<file path="src/hw/rtl/fixed_latency_memory_line_engine_unit_assert.svh">
// Assertion macros shared by the memory line engine RTL.
// Needs nothing else; the bodies are empty when SYNTHESIS is defined.
`ifndef FIXED_LATENCY_MEMORY_LINE_ENGINE_UNIT_ASSERT_SVH
`define FIXED_LATENCY_MEMORY_LINE_ENGINE_UNIT_ASSERT_SVH
`ifndef SYNTHESIS
// Consequent must hold in the same cycle as the antecedent.
`define FLMLE_ASSERT_NOW(label, clk, rst_n, ante, cons) \
    label: assert property (@(posedge clk) disable iff (!rst_n) (ante) |-> (cons)) \
        else $error("flmle assertion failed");
// Consequent must hold in the cycle after the antecedent.
`define FLMLE_ASSERT_NEXT(label, clk, rst_n, ante, cons) \
    label: assert property (@(posedge clk) disable iff (!rst_n) (ante) |=> (cons)) \
        else $error("flmle assertion failed");
`else
`define FLMLE_ASSERT_NOW(label, clk, rst_n, ante, cons)
`define FLMLE_ASSERT_NEXT(label, clk, rst_n, ante, cons)
`endif
`endif

</file>
<file path="src/hw/rtl/flmle_pkg.sv">
// Types and constants of the memory line engine.
// Used by the controller, the datapath and the top level; depends on nothing.
package flmle_pkg;

    localparam int LINE_BYTES = 8;
    localparam int IN_TDATA_W = 112;
    localparam int OUT_TDATA_W = 88;

    localparam logic [2:0] K_TICK  = 3'd0;
    localparam logic [2:0] K_IDLE  = 3'd0;
    localparam logic [2:0] K_FETCH = 3'd1;
    localparam logic [2:0] K_STORE = 3'd2;
    localparam logic [2:0] K_FILL  = 3'd3;
    localparam logic [2:0] K_FLUSH = 3'd4;
    localparam logic [2:0] K_MOVE  = 3'd5;

    localparam logic [1:0] ST_INVALID = 2'd0;
    localparam logic [1:0] ST_VALID   = 2'd1;
    localparam logic [1:0] ST_UPDATED = 2'd2;

    localparam logic [2:0] LAST_IDX = 3'(LINE_BYTES - 1);

    // Packed so that func lands in the lowest bits.
    typedef struct packed {
        logic [6:0]  pad;
        logic [15:0] byte_states;
        logic [63:0] line_data;
        logic [4:0]  old_line_index;
        logic [4:0]  line_index;
        logic [3:0]  byte_count;
        logic [7:0]  byte_address;
        logic [2:0]  func;
    } t_in_item;

    typedef struct packed {
        logic [4:0]  pad;
        logic [15:0] new_states;
        logic [63:0] read_data;
        logic [2:0]  done_kind;
    } t_out_item;

    typedef struct packed {
        logic       take;
        logic       wr_en;
        logic       rd_en;
        logic       load_out;
        logic [2:0] idx;
    } t_cmd;

    typedef struct packed {
        logic fire;
        logic has_write;
        logic has_read;
        logic out_free;
    } t_status;

endpackage

</file>
<file path="src/hw/rtl/flmle_ctrl.sv">
// Controller of the memory line engine: sequences the byte write and read phases.
// Depends on flmle_pkg and the assertion macro header.
`include "fixed_latency_memory_line_engine_unit_assert.svh"

module flmle_ctrl (
    input  logic               i_clk,
    input  logic               i_rst_n,
    input  logic               i_valid,
    output logic               o_ready,
    input  flmle_pkg::t_status i_status,
    output flmle_pkg::t_cmd    o_cmd
);
    import flmle_pkg::*;

    typedef enum logic [2:0] {
        S_IDLE,
        S_WRITE,
        S_READ,
        S_LAST,
        S_OUT
    } t_state;

    t_state     r_state;
    logic [2:0] r_idx;
    logic       take;

    assign o_ready = (r_state == S_IDLE);
    assign take = i_valid && o_ready;

    always_comb begin
        o_cmd.take = take;
        o_cmd.wr_en = (r_state == S_WRITE);
        o_cmd.rd_en = (r_state == S_READ);
        o_cmd.load_out = (r_state == S_OUT) && i_status.out_free;
        o_cmd.idx = r_idx;
    end

    always_ff @(posedge i_clk) begin
        if (!i_rst_n) begin
            r_state <= S_IDLE;
            r_idx <= 3'd0;
        end else begin
            case (r_state)
                S_IDLE: begin
                    r_idx <= 3'd0;
                    if (take && i_status.fire) begin
                        r_state <= i_status.has_write ? S_WRITE : S_READ;
                    end
                end
                S_WRITE: begin
                    if (r_idx == LAST_IDX) begin
                        r_idx <= 3'd0;
                        r_state <= i_status.has_read ? S_READ : S_OUT;
                    end else begin
                        r_idx <= r_idx + 3'd1;
                    end
                end
                S_READ: begin
                    if (r_idx == LAST_IDX) begin
                        r_idx <= 3'd0;
                        r_state <= S_LAST;
                    end else begin
                        r_idx <= r_idx + 3'd1;
                    end
                end
                // The last read byte is collected here.
                S_LAST: begin
                    r_state <= S_OUT;
                end
                S_OUT: begin
                    if (i_status.out_free) begin
                        r_state <= S_IDLE;
                    end
                end
                default: begin
                    r_state <= S_IDLE;
                end
            endcase
        end
    end

    `FLMLE_ASSERT_NOW(a_one_command, i_clk, i_rst_n, 1'b1, $onehot0({o_cmd.wr_en, o_cmd.rd_en, o_cmd.load_out}))
    `FLMLE_ASSERT_NEXT(a_fire_goes_busy, i_clk, i_rst_n, take && i_status.fire, !o_ready)
    `FLMLE_ASSERT_NEXT(a_load_returns_idle, i_clk, i_rst_n, o_cmd.load_out, o_ready)

endmodule

</file>
<file path="src/hw/rtl/flmle_dp.sv">
// Datapath of the memory line engine: pending request, byte memory, result register.
// Depends on flmle_pkg and the assertion macro header.
`include "fixed_latency_memory_line_engine_unit_assert.svh"

module flmle_dp #(
    parameter int MEM_BYTES = 256
) (
    input  logic                 i_clk,
    input  logic                 i_rst_n,
    input  flmle_pkg::t_in_item  i_item,
    input  logic [3:0]           i_latency,
    input  flmle_pkg::t_cmd      i_cmd,
    output flmle_pkg::t_status   o_status,
    output flmle_pkg::t_out_item o_item,
    output logic                 o_out_valid,
    input  logic                 i_out_ready
);
    import flmle_pkg::*;

    localparam int AW = $clog2(MEM_BYTES);
    localparam logic [9:0] MEM_SIZE = 10'(MEM_BYTES);
    localparam logic [9:0] MEM_TWICE = 10'(2 * MEM_BYTES);

    // Pending request.
    logic [2:0]  r_kind;
    logic [3:0]  r_tick;
    logic [7:0]  r_addr;
    logic [4:0]  r_old_line;
    logic [3:0]  r_count;
    logic [63:0] r_data;
    logic [15:0] r_states;

    // Byte memory; a byte never written reads as zero through its valid bit.
    logic [7:0]  r_mem [MEM_BYTES];
    logic        r_vld [MEM_BYTES];
    logic [7:0]  r_rdata;
    logic        r_rvld;
    logic        r_rd_pend;
    logic [2:0]  r_rd_idx;
    logic [7:0][7:0] r_rbytes;

    // Result register.
    logic        r_out_valid;
    t_out_item   r_out;

    logic [3:0]  lat;
    logic [7:0]  rd_addr;
    logic [7:0]  wr_addr;
    logic [7:0]  obase;
    logic [AW-1:0] rd_slot;
    logic [AW-1:0] wr_slot;
    logic [1:0]  wr_state;
    logic        wr_keep;
    logic [7:0]  wr_byte;
    logic [63:0] n_out_data;
    logic [15:0] n_out_states;
    logic [3:0]  n_cnt;

    // Address below four times the depth, so two conditional subtractions suffice.
    function automatic logic [AW-1:0] mem_slot(input logic [7:0] a);
        logic [9:0] v;
        v = {2'b00, a};
        if (v >= MEM_TWICE) v = v - MEM_TWICE;
        if (v >= MEM_SIZE) v = v - MEM_SIZE;
        return v[AW-1:0];
    endfunction

    assign lat = (i_latency == 4'd0) ? 4'd1 : i_latency;

    always_comb begin
        o_status.fire = (i_item.func == K_TICK) && (r_kind != K_IDLE) &&
                        (({1'b0, r_tick} + 5'd1) >= {1'b0, lat});
        o_status.has_write = (r_kind == K_STORE) || (r_kind == K_FLUSH) ||
                             (r_kind == K_MOVE);
        o_status.has_read = (r_kind == K_FETCH) || (r_kind == K_FILL) ||
                            (r_kind == K_MOVE);
        o_status.out_free = !r_out_valid || i_out_ready;
    end

    always_ff @(posedge i_clk) begin
        if (!i_rst_n) begin
            r_kind <= K_IDLE;
            r_tick <= 4'd0;
            r_addr <= 8'd0;
            r_old_line <= 5'd0;
            r_count <= 4'd1;
            r_data <= 64'd0;
            r_states <= 16'd0;
        end else begin
            if (i_cmd.take) begin
                if (i_item.func >= K_FETCH && i_item.func <= K_MOVE) begin
                    r_kind <= i_item.func;
                    if (i_item.func == K_FETCH || i_item.func == K_STORE) begin
                        r_addr <= i_item.byte_address;
                    end else begin
                        r_addr <= {i_item.line_index, 3'b000};
                    end
                    r_count <= i_item.byte_count;
                    r_old_line <= i_item.old_line_index;
                    r_data <= i_item.line_data;
                    r_states <= i_item.byte_states;
                end else if (i_item.func == K_TICK && r_kind != K_IDLE) begin
                    r_tick <= o_status.fire ? 4'd0 : r_tick + 4'd1;
                end
            end
            if (i_cmd.load_out) begin
                r_kind <= K_IDLE;
            end
        end
    end

    assign obase = {r_old_line, 3'b000};
    assign rd_addr = r_addr + {5'd0, i_cmd.idx};
    assign wr_addr = ((r_kind == K_MOVE) ? obase : r_addr) + {5'd0, i_cmd.idx};
    assign rd_slot = mem_slot(rd_addr);
    assign wr_slot = mem_slot(wr_addr);
    assign wr_state = r_states[{i_cmd.idx, 1'b0} +: 2];
    assign wr_byte = r_data[{i_cmd.idx, 3'b000} +: 8];

    always_comb begin
        case (r_kind)
            K_STORE: wr_keep = (i_cmd.idx == 3'd0);
            K_FLUSH: wr_keep = (wr_state == ST_UPDATED);
            K_MOVE:  wr_keep = (wr_state != ST_INVALID);
            default: wr_keep = 1'b0;
        endcase
    end

    always_ff @(posedge i_clk) begin
        if (i_cmd.wr_en && wr_keep) begin
            r_mem[wr_slot] <= wr_byte;
        end
        if (i_cmd.rd_en) begin
            r_rdata <= r_mem[rd_slot];
        end
    end

    always_ff @(posedge i_clk) begin
        if (!i_rst_n) begin
            for (int k = 0; k < MEM_BYTES; k++) begin
                r_vld[k] <= 1'b0;
            end
        end else if (i_cmd.wr_en && wr_keep) begin
            r_vld[wr_slot] <= 1'b1;
        end
    end

    always_ff @(posedge i_clk) begin
        if (!i_rst_n) begin
            r_rd_pend <= 1'b0;
        end else begin
            r_rd_pend <= i_cmd.rd_en;
        end
    end

    always_ff @(posedge i_clk) begin
        if (i_cmd.rd_en) begin
            r_rvld <= r_vld[rd_slot];
            r_rd_idx <= i_cmd.idx;
        end
        if (r_rd_pend) begin
            r_rbytes[r_rd_idx] <= r_rvld ? r_rdata : 8'd0;
        end
    end

    assign n_cnt = (r_count > 4'(LINE_BYTES)) ? 4'(LINE_BYTES) : r_count;

    always_comb begin
        n_out_data = 64'd0;
        n_out_states = 16'd0;
        for (int i = 0; i < LINE_BYTES; i++) begin
            case (r_kind)
                K_FETCH: begin
                    n_out_data[8*i +: 8] = (4'(i) < n_cnt) ? r_rbytes[i] : 8'd0;
                end
                K_FILL: begin
                    if (r_states[2*i +: 2] == ST_UPDATED) begin
                        n_out_data[8*i +: 8] = r_data[8*i +: 8];
                        n_out_states[2*i +: 2] = ST_UPDATED;
                    end else begin
                        n_out_data[8*i +: 8] = r_rbytes[i];
                        n_out_states[2*i +: 2] = ST_VALID;
                    end
                end
                K_FLUSH: begin
                    n_out_data[8*i +: 8] = r_data[8*i +: 8];
                    n_out_states[2*i +: 2] = r_states[2*i +: 2];
                end
                K_MOVE: begin
                    n_out_data[8*i +: 8] = r_rbytes[i];
                    n_out_states[2*i +: 2] = ST_VALID;
                end
                default: begin
                    n_out_data[8*i +: 8] = 8'd0;
                end
            endcase
        end
    end

    always_ff @(posedge i_clk) begin
        if (!i_rst_n) begin
            r_out_valid <= 1'b0;
        end else if (i_cmd.load_out) begin
            r_out_valid <= 1'b1;
        end else if (i_out_ready) begin
            r_out_valid <= 1'b0;
        end
    end

    always_ff @(posedge i_clk) begin
        if (i_cmd.load_out) begin
            r_out.pad <= 5'd0;
            r_out.done_kind <= r_kind;
            r_out.read_data <= n_out_data;
            r_out.new_states <= n_out_states;
        end
    end

    assign o_item = r_out;
    assign o_out_valid = r_out_valid;

    `FLMLE_ASSERT_NOW(a_access_needs_request, i_clk, i_rst_n, i_cmd.wr_en || i_cmd.rd_en, r_kind != K_IDLE)
    `FLMLE_ASSERT_NEXT(a_load_retires, i_clk, i_rst_n, i_cmd.load_out, r_out_valid && (r_kind == K_IDLE))
    `FLMLE_ASSERT_NOW(a_idle_no_ticks, i_clk, i_rst_n, r_kind == K_IDLE, r_tick == 4'd0)

endmodule

</file>
<file path="src/hw/rtl/fixed_latency_memory_line_engine_unit.sv">
// Fixed-latency byte memory engine for an 8-byte-line cache; uses flmle_ctrl and flmle_dp.
// A request item or a tick that does not complete is taken with no memory pass. A completing
// tick runs over the single-port byte memory, one byte per cycle: store and flush write, fetch
// and fill read, move writes then reads; the next item is taken once the result is loaded.
// Reset is synchronous and active low; memory valid bits clear at once, so the memory reads
// as zeros right after reset with no clearing pass.
module fixed_latency_memory_line_engine_unit #(
    parameter int MEM_BYTES = 256
) (
    input  logic                               i_clk,
    input  logic                               i_rst_n,
    input  logic                               s_axis_tvalid,
    output logic                               s_axis_tready,
    // func, byte_address, byte_count, line_index, old_line_index, line_data, byte_states
    input  logic [flmle_pkg::IN_TDATA_W-1:0]   s_axis_tdata,
    output logic                               m_axis_tvalid,
    input  logic                               m_axis_tready,
    // done_kind, read_data, new_states
    output logic [flmle_pkg::OUT_TDATA_W-1:0]  m_axis_tdata,
    input  logic                               psel,
    input  logic                               penable,
    input  logic                               pwrite,
    input  logic [2:0]                         paddr,
    input  logic [31:0]                        pwdata,
    output logic [31:0]                        prdata,
    output logic                               pready
);
    import flmle_pkg::*;

    logic [3:0] r_latency;
    t_cmd       cmd;
    t_status    status;
    t_in_item   item;
    t_out_item  out_item;

    assign pready = 1'b1;

    // Only one register; paddr[2] set addresses past it.
    always_ff @(posedge i_clk) begin
        if (!i_rst_n) begin
            r_latency <= 4'd5;
        end else if (psel && penable && pwrite && pready && !paddr[2]) begin
            r_latency <= pwdata[3:0];
        end
    end

    assign prdata = paddr[2] ? 32'd0 : {28'd0, r_latency};

    assign item = t_in_item'(s_axis_tdata);
    assign m_axis_tdata = OUT_TDATA_W'(out_item);

    flmle_ctrl u_ctrl (
        .i_clk    (i_clk),
        .i_rst_n  (i_rst_n),
        .i_valid  (s_axis_tvalid),
        .o_ready  (s_axis_tready),
        .i_status (status),
        .o_cmd    (cmd)
    );

    flmle_dp #(
        .MEM_BYTES (MEM_BYTES)
    ) u_dp (
        .i_clk       (i_clk),
        .i_rst_n     (i_rst_n),
        .i_item      (item),
        .i_latency   (r_latency),
        .i_cmd       (cmd),
        .o_status    (status),
        .o_item      (out_item),
        .o_out_valid (m_axis_tvalid),
        .i_out_ready (m_axis_tready)
    );

endmodule

</file>
<file path="config.mk">
export PLATFORM = sky130hd
export DESIGN_NAME = fixed_latency_memory_line_engine_unit
export DESIGN_NICKNAME = d
export VERILOG_FILES = /design/src/hw/rtl/flmle_pkg.sv /design/src/hw/rtl/flmle_ctrl.sv /design/src/hw/rtl/flmle_dp.sv /design/src/hw/rtl/fixed_latency_memory_line_engine_unit.sv
export VERILOG_INCLUDE_DIRS = /design/src /design/src/hw/rtl
export SDC_FILE = /design/constraint.sdc
export NUM_CORES = 2
export LEC_CHECK = 0
export BUFFER_PORTS_ARGS = -buffer_cell sky130_fd_sc_hd__buf_4
export CAP_MARGIN = 20
export CORE_AREA = 3 3 462 419
export DETAILED_ROUTE_END_ITERATION = 10
export DIE_AREA = 0 0 465 422
export PLACE_DENSITY = 0.71
export SKIP_LAST_GASP = 1
export SLEW_MARGIN = 20
export SYNTH_ARGS = -nofsm -noshare
export SYNTH_HDL_FRONTEND = slang
export SYNTH_SLANG_ARGS = --single-unit
</file>
<file path="constraint.sdc">
create_clock -name i_clk -period 10.85 [get_ports i_clk]
set_clock_uncertainty 0.2 [all_clocks]
set_input_delay 1.085 -clock i_clk [delete_from_list [all_inputs] [get_ports i_clk]]
set_output_delay 1.085 -clock i_clk [all_outputs]
set_load 0.1 [all_outputs]
</file>
=== Word level (Yosys, flattened, before mapping) ===
Memories as Yosys holds them, arrays and structs flattened. A register that Yosys moved wholly into a read port is not among the register bits.
Cells that the tools add are included.

* Flip-flop bits (word level): 266
* RAM bits: 2304
* Bits of input ports: 154
* Output and inout bits: 123
* Word-level logic and storage cells: 177
* Memories kept: 2

* $add $sub $neg: 5
* $lt $le $gt $ge: 14
* Eq/ne operators: 25
* Shift-type cells: 2
* Mux-type cells: 70
* Bitwise operators: 2
* Reduce and logical (&&, ||, !) cells: 33

{| class="wikitable"
|+ Memories
! memory !! depth !! bits a word !! read ports !! clocked after memory_dff !! wr ports !! line !! RTL
|-
| u_dp.r_mem || 256 || 8 || 1 || 1 || 1 || flmle_dp.sv:34 || <nowiki>logic [7:0] r_mem [MEM_BYTES];</nowiki>
|-
| u_dp.r_vld || 256 || 1 || 1 || 1 || 256 || flmle_dp.sv:35 || <nowiki>logic r_vld [MEM_BYTES];</nowiki>
|}

{| class="wikitable"
|+ Operators with widths
! kind !! number
|-
| $pmux W8 S4 || 8
|-
| $mux W8 || 21
|-
| $bwmux W64 || 1
|-
| $shiftx A64 B7 Y8 || 1
|-
| $pmux W2 S3 || 8
|-
| $demux W8 S3 || 1
|-
| $eq A2 B2 Y1 const B || 9
|-
| $mux W2 || 9
|-
| $mux W3 || 6
|-
| $add A8 B3 Y8 || 2
|-
| $lt A3 B4 Y1 const A || 4
|-
| $mux W4 || 4
|-
| $shiftx A16 B5 Y2 || 1
|-
| $eq A3 B2 Y1 const B || 5
|-
| $pmux W3 S5 || 1
|-
| $eq A3 B3 Y1 const B || 4
|-
| $logic_and A1 B1 Y1 || 11
|-
| $eq A3 B1 Y1 const B || 3
|-
| $logic_not A3 Y1 || 3
|-
| $mux W1 || 9
|-
| $lt A1 B4 Y1 const A || 2
|-
| $lt A2 B4 Y1 const A || 2
|-
| $ge A3 B1 Y1 const B || 2
|-
| $logic_or A1 B1 Y1 || 6
|-
| other kinds (21) || 28
|}

=== Depth between registers and ports, before layout ===
* Word-level depth: 9
* Mapped depth: 15

=== Cells and area by module ===
Synthesis repeated with hierarchy kept, for this count alone.

* Cell total of the unflattened synthesis: 5650
* Area, all modules: 102688.5 um^2

{| class="wikitable"
|+ By module, submodules not included
! module !! times used !! cells each !! area each (um^2) !! sequential area each (um^2)
|-
| flmle_dp || 1 || 5545 || 101813.9 || 73520.5
|-
| fixed_latency_memory_line_engine_unit || 1 || 53 || 441.7 || 80.1
|-
| flmle_ctrl || 1 || 52 || 432.9 || 120.1
|}

=== Least setup slack after synthesis ===
OpenSTA, ideal clock, no wires.

* Path type: reg2reg
* Start point: register u_ctrl.r_state[0]
* End point: register u_dp.r_addr[6]
* Data arrival time: 4061 ps
* Data required time: 10534 ps
* Path slack: 6473 ps
* Cell stages (with the launch flop): 9
* Path buffers: 4
* Period minus slack after synthesis: 4377 ps
* Cells stage by stage: dfxtp_1 clkbuf_1 nor3_1 and3_1 buf_2 clkbuf_1 buf_1 nand2_1 o211a_1

* Cells in the longest elaborated chain, start to end: 3

{| class="wikitable"
|+ Ends and longest elaborated chain
! item !! line !! RTL
|-
| start: declaration || flmle_ctrl.sv:23 || <nowiki>t_state r_state;</nowiki>
|-
| start signal: assignment || flmle_ctrl.sv:47 || <nowiki>r_state <= i_status.has_write ? S_WRITE : S_READ;</nowiki>
|-
| start signal: assignment || flmle_ctrl.sv:53 || <nowiki>r_state <= i_status.has_read ? S_READ : S_OUT;</nowiki>
|-
| $logic_not A3 Y1 || flmle_ctrl.sv:27 || <nowiki>assign o_ready = (r_state == S_IDLE);</nowiki>
|-
| named net s_axis_tready || fixed_latency_memory_line_engine_unit.sv:13 || <nowiki>output logic s_axis_tready,</nowiki>
|-
| $logic_and A1 B1 Y1 || flmle_ctrl.sv:28 || <nowiki>assign take = i_valid && o_ready;</nowiki>
|-
| $reduce_and A2 Y1 (no line) || - ||
|-
| end signal: assignment || flmle_dp.sv:94 || <nowiki>r_addr <= i_item.byte_address;</nowiki>
|-
| end signal: assignment || flmle_dp.sv:96 || <nowiki>r_addr <= {i_item.line_index, 3'b000};</nowiki>
|-
| end: declaration || flmle_dp.sv:27 || <nowiki>logic [7:0] r_addr;</nowiki>
|}

The timed path passes the listed nets, and every way through them passes these cells.
A chain may end at the register's enable or synchronous reset.

=== Worst setup path in the final report ===
* Start point: register u_dp.r_kind[1]
* End point: memory u_dp.r_mem[88][0] (enable)

* Cells in the longest elaborated chain, start to end: 5
* Elaborated cells on any way between the ends: 9

{| class="wikitable"
|+ Ends and longest elaborated chain
! item !! line !! RTL
|-
| start: declaration || flmle_dp.sv:25 || <nowiki>logic [2:0] r_kind;</nowiki>
|-
| start signal: assignment || flmle_dp.sv:92 || <nowiki>r_kind <= i_item.func;</nowiki>
|-
| branches (longest 5 deep; another with $add A8 B3 Y8) || - ||
|-
| end: declaration || flmle_dp.sv:34 ||
|}

Several ways; the timed one is not identified.

==> qor.yml <==
syn_to_final_growth_pct: 12.45
clock_tree.buffer_depth: 3
ys_async_sr_fraction_pct: 0
avgSynthCellArea_um2: 18.09
cp.arrival_ps: 6310
vias_per_cell: 6.527
ant_nets: 0
r2r_start: "u_dp.r_kind[1]$_SDFFE_PP0P_"
synth_seq_cells: 2579
power.leakage_uw: 0.03761
maxSlewViolCount: 0
clock.fmax_ghz: 0.1673
clock-root-buffer: "clkbuf_16"
layout_setup_ws_ps: 4873
worst-path-buf-inv: 3
r2r_slack_ps: 4870
ios: 277
ys_seq_area_share_pct: 71.06
crit_required_ps: 11180
path_cells: "and3b_1 -> nor2b_1 -> ha_1 -> inv_1 -> fa_1 -> nor2b_1 -> o2111ai_1 -> xor2_1 -> mux2i_1 -> nand3_4 -> buf_4 -> nor3_1 -> buf_4"
clkSlewWorstSetupHoldPaths_ps: 60
synth_edf_count: 2207
fillers: 13263
core-area_mm2: 0.1896
grt_usage_pct: 26.62
r2r_cells: 13
grt_max_degree: 179
htreeDepth: 4
path_max_fanout: 35
setup_violations: 0
start_util_pct: 54.72
fin_crit_ps: 5977
reg2reg_to: "u_dp.r_mem[88][0]$_DFFE_PP_"
maxCapViolations: 0
startpoint_type: "flop"
dieWidth_um: 465
netlist_area_mm2: 0.1037
drc: 0
vdd.ir_drop.worst_mv: 0.1986
worst_pin_slew_ps: 1180
crit_type: "reg2reg"
wl_per_cell_um: 30.06
dieArea_mm2: 0.1962
num_rows: 152
antenna_cells: 0
status: "finished, final reports clean"
endpoint_kind: "flop"
slew_headroom_pct: 20.78
rsz0062_at_grt: "false"
synth_warnings: 0
drt-total-wl_um: 262400
final_nets: 6144
numCtsBuffers: 237
layout-drive-gt1-share_pct: 26.06
pre_cts_slack_ps: 4824
grt_first_pass_wirelength_um: 386200
port_buffers: 205
crit_cells: 13
antenna_found_initial: 4
clock_sinks: 2579
synth.distinct_cells: 81
synthFlopType: "edfxtp_1"
crit_start: "u_dp.r_kind[1]$_SDFFE_PP0P_"
cts_tree: "yes"
first_pass_iters: 5
synthCells: 5735
p_per_area_mw_per_mm2: 173.1
dp_hpwl_um: 153200
route.vias.total: 56988
hold_path.class: "in2reg"
drt_iter0_drc: 7483
postCtsSetupRepairBufs: 0
place.gp.congestion: 0.8548
cts_hold_buf: 0
crit_family: "simple AND/OR/NAND/NOR gates"
setup-tns-final_ps: 0
die_h_um: 422
grt_pass1_vias: 56293
max_stage_delay_ps: 780
period_share_pct: 55.09
cp_slowest_cell: "dfxtp_1"
cts-resized-gates: 0
clk_latency_ps: 880
hold_viol: 0
cp-endpoint: "u_dp.r_mem[88][0]$_DFFE_PP_"
overflow: 0
-- routing by layer --
| metal | GRT usage (%) | part of all wire, % | wire length, µm | vias to the layer above |
|---|---|---|---|---|
| met5 | 0 | 0.0050 | 13 | - |
| met4 | 8.689 | 3.3 | 8663 | 2 |
| met3 | 6.434 | 10 | 26640 | 469 |
| met2 | 40.37 | 47 | 122700 | 2870 |
| met1 | 38.44 | 40 | 104500 | 29825 |
| li1 | - | - | - | 23822 |
-- synthesized netlist by cell type (all sizes together), types with 21 or more instances --
cell    count  area share, %
o211ai     76           0.55
nor3      271            2.1
mux2i      21           0.21
o21a      259            1.9
mux4      596             13
a21oi      23           0.12
buf       244            1.3
dfxtp     372            7.2
nor2b      21           0.13
a22o       64           0.54
a21boi    231            1.7
nand2     225           0.81
clkbuf    224           0.81
nor4       38           0.24
a211oi    136           0.99
nor2       43           0.16
and3      281            1.7
edfxtp   2207             64
o21ai     103           0.54
nand3      47           0.28
a41oi      28           0.24
and2       21           0.13
-- stage by stage --
step           cell area (µm²)  utilization (%)  total power [µW]  hold slack, ps  instances
2_1_floorplan           103900                -             11610           220.8       5767
3_3_place_gp            108600            57.28             11950           240.1       8274
3_5_place_dp            108600            57.28             11970           247.4       8274
4_1_cts                 116600            61.49             20270           183.6       8729
5_1_grt                 116700            61.53             20720           238.6       8731
6_report                116700            61.53             20190           250.1       8731
-- report_power, final --
group	internal, µW	leakage, µW	switching, µW
clock network	4740	0.00393	3690
registers	10800	0.0232	29.4
logic	263	0.0105	702
total	15800	0.0376	4420
-- kinds of logic (layout without fill, tap and decap cells) --
family | count (synthesis) | in the layout | share of synthesized area (%)
AOI/OAI and AO/OA | 1007 | 1007 | 7.232
xor gates and xnor gates | 14 | 14 | 0.1254
adders and majority gates | 16 | 16 | 0.2074
buffers and inverters | 485 | 908 | 2.199
DFF | 2579 | 2579 | 71.06
muxes | 629 | 629 | 13.28
other | 2 | 34 | 0.007239
and+or+nand+nor | 1003 | 1003 | 5.889
-- state kept, by name, indices dropped and copies added, names as in the netlist, 5 cells and up --
signal / count
u_dp.r_states: 16
u_dp.r_rbytes: 64
u_dp.r_addr: 8
u_dp.r_vld: 256
u_dp.r_rdata: 8
u_dp.o_item: 83
u_dp.r_data: 64
u_dp.r_mem: 2048
u_dp.r_old_line: 5
-- worst reg2reg max path, delay by kind of cell (launching register included) --
kind,cells,cell delay [ps]
AO/OA/AOI/OAI,1,160
XOR/XNOR,1,190
adder cells (fa/ha/maj),2,650
buffers and inverters,3,930
flip-flops,1,780
multiplexers,1,410
AND/OR/NAND/NOR,5,2350
-- cell type report --
cell class / count / area, µm² / share of cell area (%)
sequential: 2579 / 73720 / 63.19
multi-input combinational: 2703 / 28240 / 24.20
clock buffer: 339 / 6685 / 5.730
timing repair buffer: 436 / 3495 / 2.995
tap: 2541 / 3179 / 2.725
clock inverter: 116 / 1285 / 1.101
inverter: 17 / 63.81 / 0.05469
-- cells in the final DEF, fill, tap and decap left out, types with 17 or more instances in the layout --
| cell | Yosys | routed |
|---|---|---|
| clkbuf_1 | 221 | 66 |
| a21boi_0 | 231 | 231 |
| clkinv_1 | 0 | 20 |
| clkbuf_8 | 0 | 35 |
| nor2_1 | 42 | 42 |
| nand2b_1 | 17 | 17 |
| a22oi_1 | 17 | 17 |
| nor4_1 | 36 | 35 |
| clkbuf_16 | 0 | 238 |
| a211oi_1 | 134 | 134 |
| o211ai_1 | 76 | 76 |
| o21a_1 | 259 | 259 |
| nand3_1 | 35 | 24 |
| nor3_4 | 20 | 20 |
| edfxtp_1 | 2207 | 2207 |
| buf_4 | 61 | 417 |
| a21oi_1 | 21 | 21 |
| dfxtp_1 | 372 | 371 |
| and2_1 | 21 | 21 |
| a22o_1 | 64 | 64 |
| a41oi_1 | 28 | 28 |
| nand2_1 | 225 | 223 |
| nor3_2 | 114 | 116 |
| nor2b_1 | 21 | 21 |
| bufinv_16 | 0 | 18 |
| and3_1 | 281 | 279 |
| clkinv_2 | 0 | 60 |
| o21ai_0 | 86 | 86 |
| mux4_2 | 596 | 596 |
| nand3_2 | 12 | 17 |
| nor3_1 | 137 | 135 |
| mux2i_1 | 20 | 20 |
| inv_1 | 17 | 17 |
| conb_1 | 2 | 34 |
-- how the worst min path moves through the flow --
stage / from / end / cells past startpoint
2_1_floorplan: u_dp.r_kind[1]$_SDFFE_PP0P_ / u_dp.o_item[1]$_DFFE_PP_ / 0
3_3_place_gp: u_dp.r_vld[134]$_DFF_P_ / u_dp.r_vld[134]$_DFF_P_ / 1
3_5_place_dp: u_dp.r_vld[30]$_DFF_P_ / u_dp.r_vld[30]$_DFF_P_ / 1
4_1_cts: pwdata[0] / r_latency[0]$_SDFFE_PN1P_ / 3
5_1_grt: pwdata[0] / r_latency[0]$_SDFFE_PN1P_ / 3
6_report: pwdata[0] / r_latency[0]$_SDFFE_PN1P_ / 3
Power figures use the tool's default switching activity.
